$ cat src/hw/rtl/mbrs_pkg.sv
// Shared constants, codes and the CRC-16 byte step for the Modbus RTU slave.
`timescale 1ns / 1ps
`default_nettype none
package mbrs_pkg;

    localparam int FRAME_LEN   = 8;
    localparam int WORD_ADDR_W = 17;

    // Input item kinds carried on the slave-side tuser.
    localparam logic [1:0] MODE_BYTE  = 2'd0;
    localparam logic [1:0] MODE_LOCAL = 2'd1;
    localparam logic [1:0] MODE_RESET = 2'd2;

    // Result kinds carried on the master-side tuser.
    localparam logic KIND_BYTES  = 1'b0;
    localparam logic KIND_NOTICE = 1'b1;

    // Modbus function and exception codes.
    localparam logic [7:0] FUNC_READ_HOLD  = 8'd3;
    localparam logic [7:0] FUNC_READ_INPUT = 8'd4;
    localparam logic [7:0] FUNC_WRITE_ONE  = 8'd6;
    localparam logic [7:0] EXC_BIT         = 8'h80;
    localparam logic [7:0] EXC_ILLEGAL_FN  = 8'd1;
    localparam logic [7:0] EXC_ILLEGAL_VAL = 8'd3;

    // Kinds of response body.
    localparam logic [1:0] RSP_EXC  = 2'd0;
    localparam logic [1:0] RSP_READ = 2'd1;
    localparam logic [1:0] RSP_ECHO = 2'd2;

    localparam logic [15:0] CRC_INIT = 16'hFFFF;
    localparam logic [15:0] CRC_POLY = 16'hA001;

    // One byte through the reflected CRC-16, eight shift steps.
    function automatic logic [15:0] crc16_byte(input logic [15:0] crc, input logic [7:0] data);
        logic [15:0] c;
        c = crc ^ {8'h00, data};
        for (int b = 0; b < 8; b++)
        begin
            if (c[0])
                c = (c >> 1) ^ CRC_POLY;
            else
                c = c >> 1;
        end
        return c;
    endfunction

endpackage
`default_nettype wire

$ cat src/hw/rtl/mbrs_bank.sv
// Register bank memory with one write port and one registered read port.
`timescale 1ns / 1ps
`default_nettype none
module mbrs_bank #(
    parameter int DEPTH = 256,
    parameter int AW    = 8
) (
    input  wire logic                               clk,
    input  wire logic                               we,
    input  wire logic [AW-1:0]                      waddr,
    input  wire logic [15:0]                        wdata,
    input  wire logic                               re,
    input  wire logic [mbrs_pkg::WORD_ADDR_W-1:0]   raddr,
    output logic      [15:0]                        rdata
);

    logic [15:0] mem [0:DEPTH-1];
    logic [15:0] rd_q_reg;
    logic        oob_reg;

    // Write port.
    always_ff @(posedge clk)
    begin
        if (we)
            mem[waddr] <= wdata;
    end

    // Read port; addresses beyond the bank read as zero.
    always_ff @(posedge clk)
    begin
        if (re)
        begin
            rd_q_reg <= mem[raddr[AW-1:0]];
            oob_reg  <= (32'(raddr) >= DEPTH);
        end
    end

    assign rdata = oob_reg ? 16'h0000 : rd_q_reg;

endmodule
`default_nettype wire

$ cat config.mk
export PLATFORM = sky130hd
export DESIGN_NAME = mbrs_bank
export DESIGN_NICKNAME = d
export VERILOG_FILES = /design/src/hw/rtl/mbrs_pkg.sv /design/src/hw/rtl/mbrs_bank.sv
export SDC_FILE = /design/constraint.sdc
export NUM_CORES = 2
export LEC_CHECK = 0
export BUFFER_PORTS_ARGS = -buffer_cell sky130_fd_sc_hd__buf_2
export CORE_ASPECT_RATIO = 0.7
export CORE_MARGIN = 2
export CORE_UTILIZATION = 56
export DETAILED_ROUTE_END_ITERATION = 7
export GPL_TIMING_DRIVEN = 1
export PLACE_DENSITY = 0.75
export SETUP_SLACK_MARGIN = 0.3
export SYNTH_ARGS = -nofsm -noshare
export SYNTH_HDL_FRONTEND = slang
export SYNTH_SLANG_ARGS = --single-unit
$ cat constraint.sdc
create_clock -name clk -period 4.5 [get_ports clk]
set_input_delay 0.225 -clock clk [delete_from_list [all_inputs] [get_ports clk]]
set_output_delay 0.225 -clock clk [all_outputs]
set_load 0.005 [all_outputs]
## After elaboration in Yosys (flattened, before gate mapping)

Memories as Yosys holds them, arrays and structs flattened. A register that Yosys moved wholly into a read port is not among the register bits.
Index checks and enable logic that the tools add are counted.

- Magnitude comparators: 1
- Multiplexer cells: 3

Operator list:

| kind | number |
|---|---|
| $ge A17 B9 Y1 const B | 1 |
| $mux W16 | 1 |
| $mux W1 | 2 |

- Register bits after elaboration: 1
- RAM bits: 4096
- Input port bits: 44
- Output and inout bits: 16
- Logic and storage cells: 6
- Memories kept: 1

Memories:

| memory | depth | bits a word | read ports | clocked after memory_dff | write ports | line | source |
|---|---|---|---|---|---|---|---|
| mem | 256 | 16 | 1 | 1 | 1 | mbrs_bank.sv:17 | `logic [15:0] mem [0:DEPTH-1];` |

## Depth between registers and ports, before layout

- Depth in word-level cells: 2
- Mapped depth: 13

## Worst setup path before layout

No wires, ideal clock.

- Path type: input-to-reg
- Start point: input raddr[0] (netlist bit)
- End point: register rd_q_reg[11], read port of mem (data pin)
- Arrival: 2.255 ns
- Data required time: 4.230 ns
- Setup slack: 1.976 ns
- Stages on the path: 9
- Buffers on the path: 3
- Cell sequence: buf_6 buf_12 buf_6 mux4_2 mux4_2 mux2i_1 nor2_1 a2111oi_0 nor4_1

RTL lines:

| element | line | source |
|---|---|---|
| start: declaration | mbrs_bank.sv:13 | `input wire logic [mbrs_pkg::WORD_ADDR_W-1:0] raddr,` |
| end: declaration | mbrs_bank.sv:18 | `logic [15:0] rd_q_reg;` |

==> run_results.csv <==
group,metric,value,unit
floorplanning,die_h,450.6,um
yosys,yosysTopAreaCell,"edfxtp_1",
power_and_ir_drop,ir_drop,0.3725,mV
cells_and_area,fin_util,63.15,%
critical_path,worstSetupPathType,"input pin to flip-flop",
routing,drc,0,
timing,fin_crit,3.656,ns
clocking,cts_tree,"done",
routing,vias,82570,
yosys,synth_area_leaders,"edfxtp_1 (77%), mux4_2 (11%), mux2i_1 (3.6%)",
critical_path,cp-start-kind,"input pin",
timing,finalCritPeriodShare,81.24,%
yosys,yosys_warnings,0,
yosys,syn_area,0.1596,mm^2
timing,slew_headroom,1.515,%
timing,worstMarginPinSlew,1.466,ns
cells_and_area,final_cell_mix,"edfxtp_1 (4113), mux4_2 (797), mux2i_1 (578), buf_4 (489), clkbuf_16 (365)",
yosys,syn_avg_cell_area,21.50,um^2
routing,vias_per_cell,6.863,
critical_path,cpMaxStageDelayCell,"o21ai_0",
floorplanning,io_pins,60,
clocking,postCtsSetupBuffers,0,
clocking,worstSkewPairLatency,0.91,ns
worst_hold_path,hold_start,"wdata[5]",
yosys,synth_cells,7422,
yosys,seq_area_frac_synth,77.39,%
place,place_congestion,0.9375,
clocking,cts_made_buffers,356,
clocking,cts_buffer_depth,4,
status,violations,"max-capacitance violations",
clocking,cts_sinks,4113,
global_routing,grt_pass1_vias,79860,
timing,setup_ws,0.8443,ns
critical_path,rr_worst_depth,6,
critical_path,crit_chain,"buf_12 -> buf_12 -> buf_12 -> buf_4 -> mux2i_1 -> o221ai_1 -> o22ai_1 -> o21ai_0 -> nand4_1 -> or4_1 -> a21oi_1",
cells_and_area,largest_reg_flops,4096,
global_routing,grt_max_degree,193,
timing,max_clock_freq,273.5,MHz
yosys,yosys.area.top_type_share,77.39,%
cells_and_area,layout_commonest_cell,"edfxtp_1",
global_routing,grtUsageTotal,29.25,%
cells_and_area,layout.nets,7998,
yosys,synth-edff-count,4113,
critical_path,critPathCaptureType,"flip-flop",
timing,rsz0062_at_grt,"false",
critical_path,crit_top_cell,"buf_12",
floorplanning,std_cell_rows,163,
timing,slew_violations,0,
global_routing,grt_remaining_overflow,0,
routing,drtIter0Drc,14970,
yosys,ys.flop_type,"edfxtp_1",
critical_path,arrival,4.39,ns
global_routing,antenna_found_initial,37,
power_and_ir_drop,power_leakage,56.91,nW
floorplanning,dieWidth,642.1,um
worst_hold_path,hold_end,"mem[158][5]",
timing,setup_viol,0,
clocking,cts_max_level,5,
floorplanning,initial_core_util,56.46,%
routing,wire_per_inst,35.44,um
cells_and_area,area_growth_syn_to_layout,11.84,%
run,maxCapViolations,1,
critical_path,cp_max_fo,49,
critical_path,worst-path-buf-inv,4,
cells_and_area,drive_above_1_share,23.97,%
place,dp_hpwl,255.4,mm
routing,totalWireLength,426.4,mm
yosys,synth_fp_nets,7466,
place,place.port_buffers,59,
critical_path,rrSetupSlack,1.07,ns
floorplanning,die_area,0.2893,mm^2
timing,fin_setup_tns,0,ns
power_and_ir_drop,cellPowerDensity,433.7,mW/mm^2
clocking,clockRootBuffer,"clkbuf_16",
yosys,yosysUniqueCellTypes,65,
critical_path,critical_path_depth,11,
status,outcome,"finished with violations",
critical_path,slowest_delay,0.68,ns
worst_hold_path,hold_path.class,"input pin to flip-flop",
yosys,synth_seq_cells,4113,
place,dp_slack,0.1060,ns
clocking,clk_pin_slew,0.07,ns
power_and_ir_drop,total_power,77.41,mW
critical_path,r2r-start,"mem[168][8]",
worst_hold_path,hold_depth,1,
timing,finalHoldViolCount,0,
critical_path,cp_data_required_time,5.24,ns
critical_path,r2r_end,"rd_q_reg[8]",
routing,dr.pass1.iters,6,
timing,clock-skew-final,0.05569,ns
global_routing,grt_pass1_wl,602.0,mm
routing,ant_nets,0,
yosys,synth-async-reset-ratio,0,%
floorplanning,core_region_area,0.2827,mm^2
critical_path,cp_top_family,"compound AO/OA/AOI/OAI gates",
-- timing repair --
action / 4_1_cts / 5_1_grt
hold buffers: 19 / 0
gates resized for setup: 0 / 0
endpoints found under the hold margin: 1026 / 0
-- how the worst max path moves through the flow --
stage | from | to | slack (ns)
6_report | raddr[0] | rd_q_reg[7] | 0.84
5_1_grt | raddr[0] | rd_q_reg[7] | 0.73
4_1_cts | raddr[0] | rd_q_reg[7] | 1.01
3_5_place_dp | raddr[0] | rd_q_reg[7] | 0.11
3_3_place_gp | raddr[0] | rd_q_reg[8] | 0.11
2_1_floorplan | raddr[0] | rd_q_reg[11] | 1.98
-- where the power goes --
part | switching (mW) | internal, mW
registers | 0.0740 | 42.2
logic | 2.71 | 1.37
clock network | 13.6 | 17.4
total | 16.4 | 61.0
-- cell families (layout without fill, tap and decap cells) --
| family | count (synthesis) | count (layout) | synth area share (%) |
|---|---|---|---|
| compound gates | 672 | 672 | 3.018 |
| simple gates | 771 | 771 | 2.243 |
| flops | 4113 | 4113 | 77.39 |
| mux | 1411 | 1411 | 15.40 |
| other cells | 0 | 19 | 0 |
| buf+inv | 455 | 1250 | 1.950 |
-- cell type report --
cell class	count	area [um^2]
flip-flops and latches	4113	123500
multi-input cells	2854	33100
diodes	19	47.55
well taps	3795	4748
inverters	4	25.02
repair buffers	625	5532
clock buffers	423	9351
clock inverters	198	2186
fillers	18260	104200
-- synth_stat cells, types with 32 or more instances --
| master | number |
|---|---|
| nand2_1 | 85 |
| a21oi_1 | 124 |
| buf_1 | 32 |
| clkbuf_1 | 169 |
| buf_8 | 35 |
| nor3_1 | 178 |
| a22oi_1 | 40 |
| buf_4 | 39 |
| edfxtp_1 | 4113 |
| o22ai_1 | 163 |
| buf_2 | 89 |
| mux4_2 | 797 |
| o21ai_0 | 43 |
| o221ai_1 | 179 |
| nand3_1 | 39 |
| buf_6 | 74 |
| nor2_1 | 329 |
| mux2i_1 | 578 |
| nor4_1 | 33 |
-- through the flow --
step	area (um^2)	std cells	hold slack, ns
after floorplan	159600	7422	0.3239
after global placement	166700	11370	0.4903
after detailed placement	166700	11370	0.5081
after CTS	178400	12010	0.07373
after global routing	178500	12020	0.1111
final	178500	12030	0.08086
-- worst register-to-register path, stage by stage (launching register included) --
cell and delay (ns):
edfxtp_1 0.37, mux4_2 0.51, mux4_2 0.53, nor3_1 1.12, nor4_1 0.26, buf_4 0.23, and4_1 0.17
-- layer usage --
metal  wire length, um  vias up  track usage [%]
li1                  -    32440                -
met1            155200    42630            43.02
met5               139        -                0
met2            189700     6611            42.35
met4             17210       20            10.43
met3             64140      870            8.399
Power figures use the tool's default switching activity.
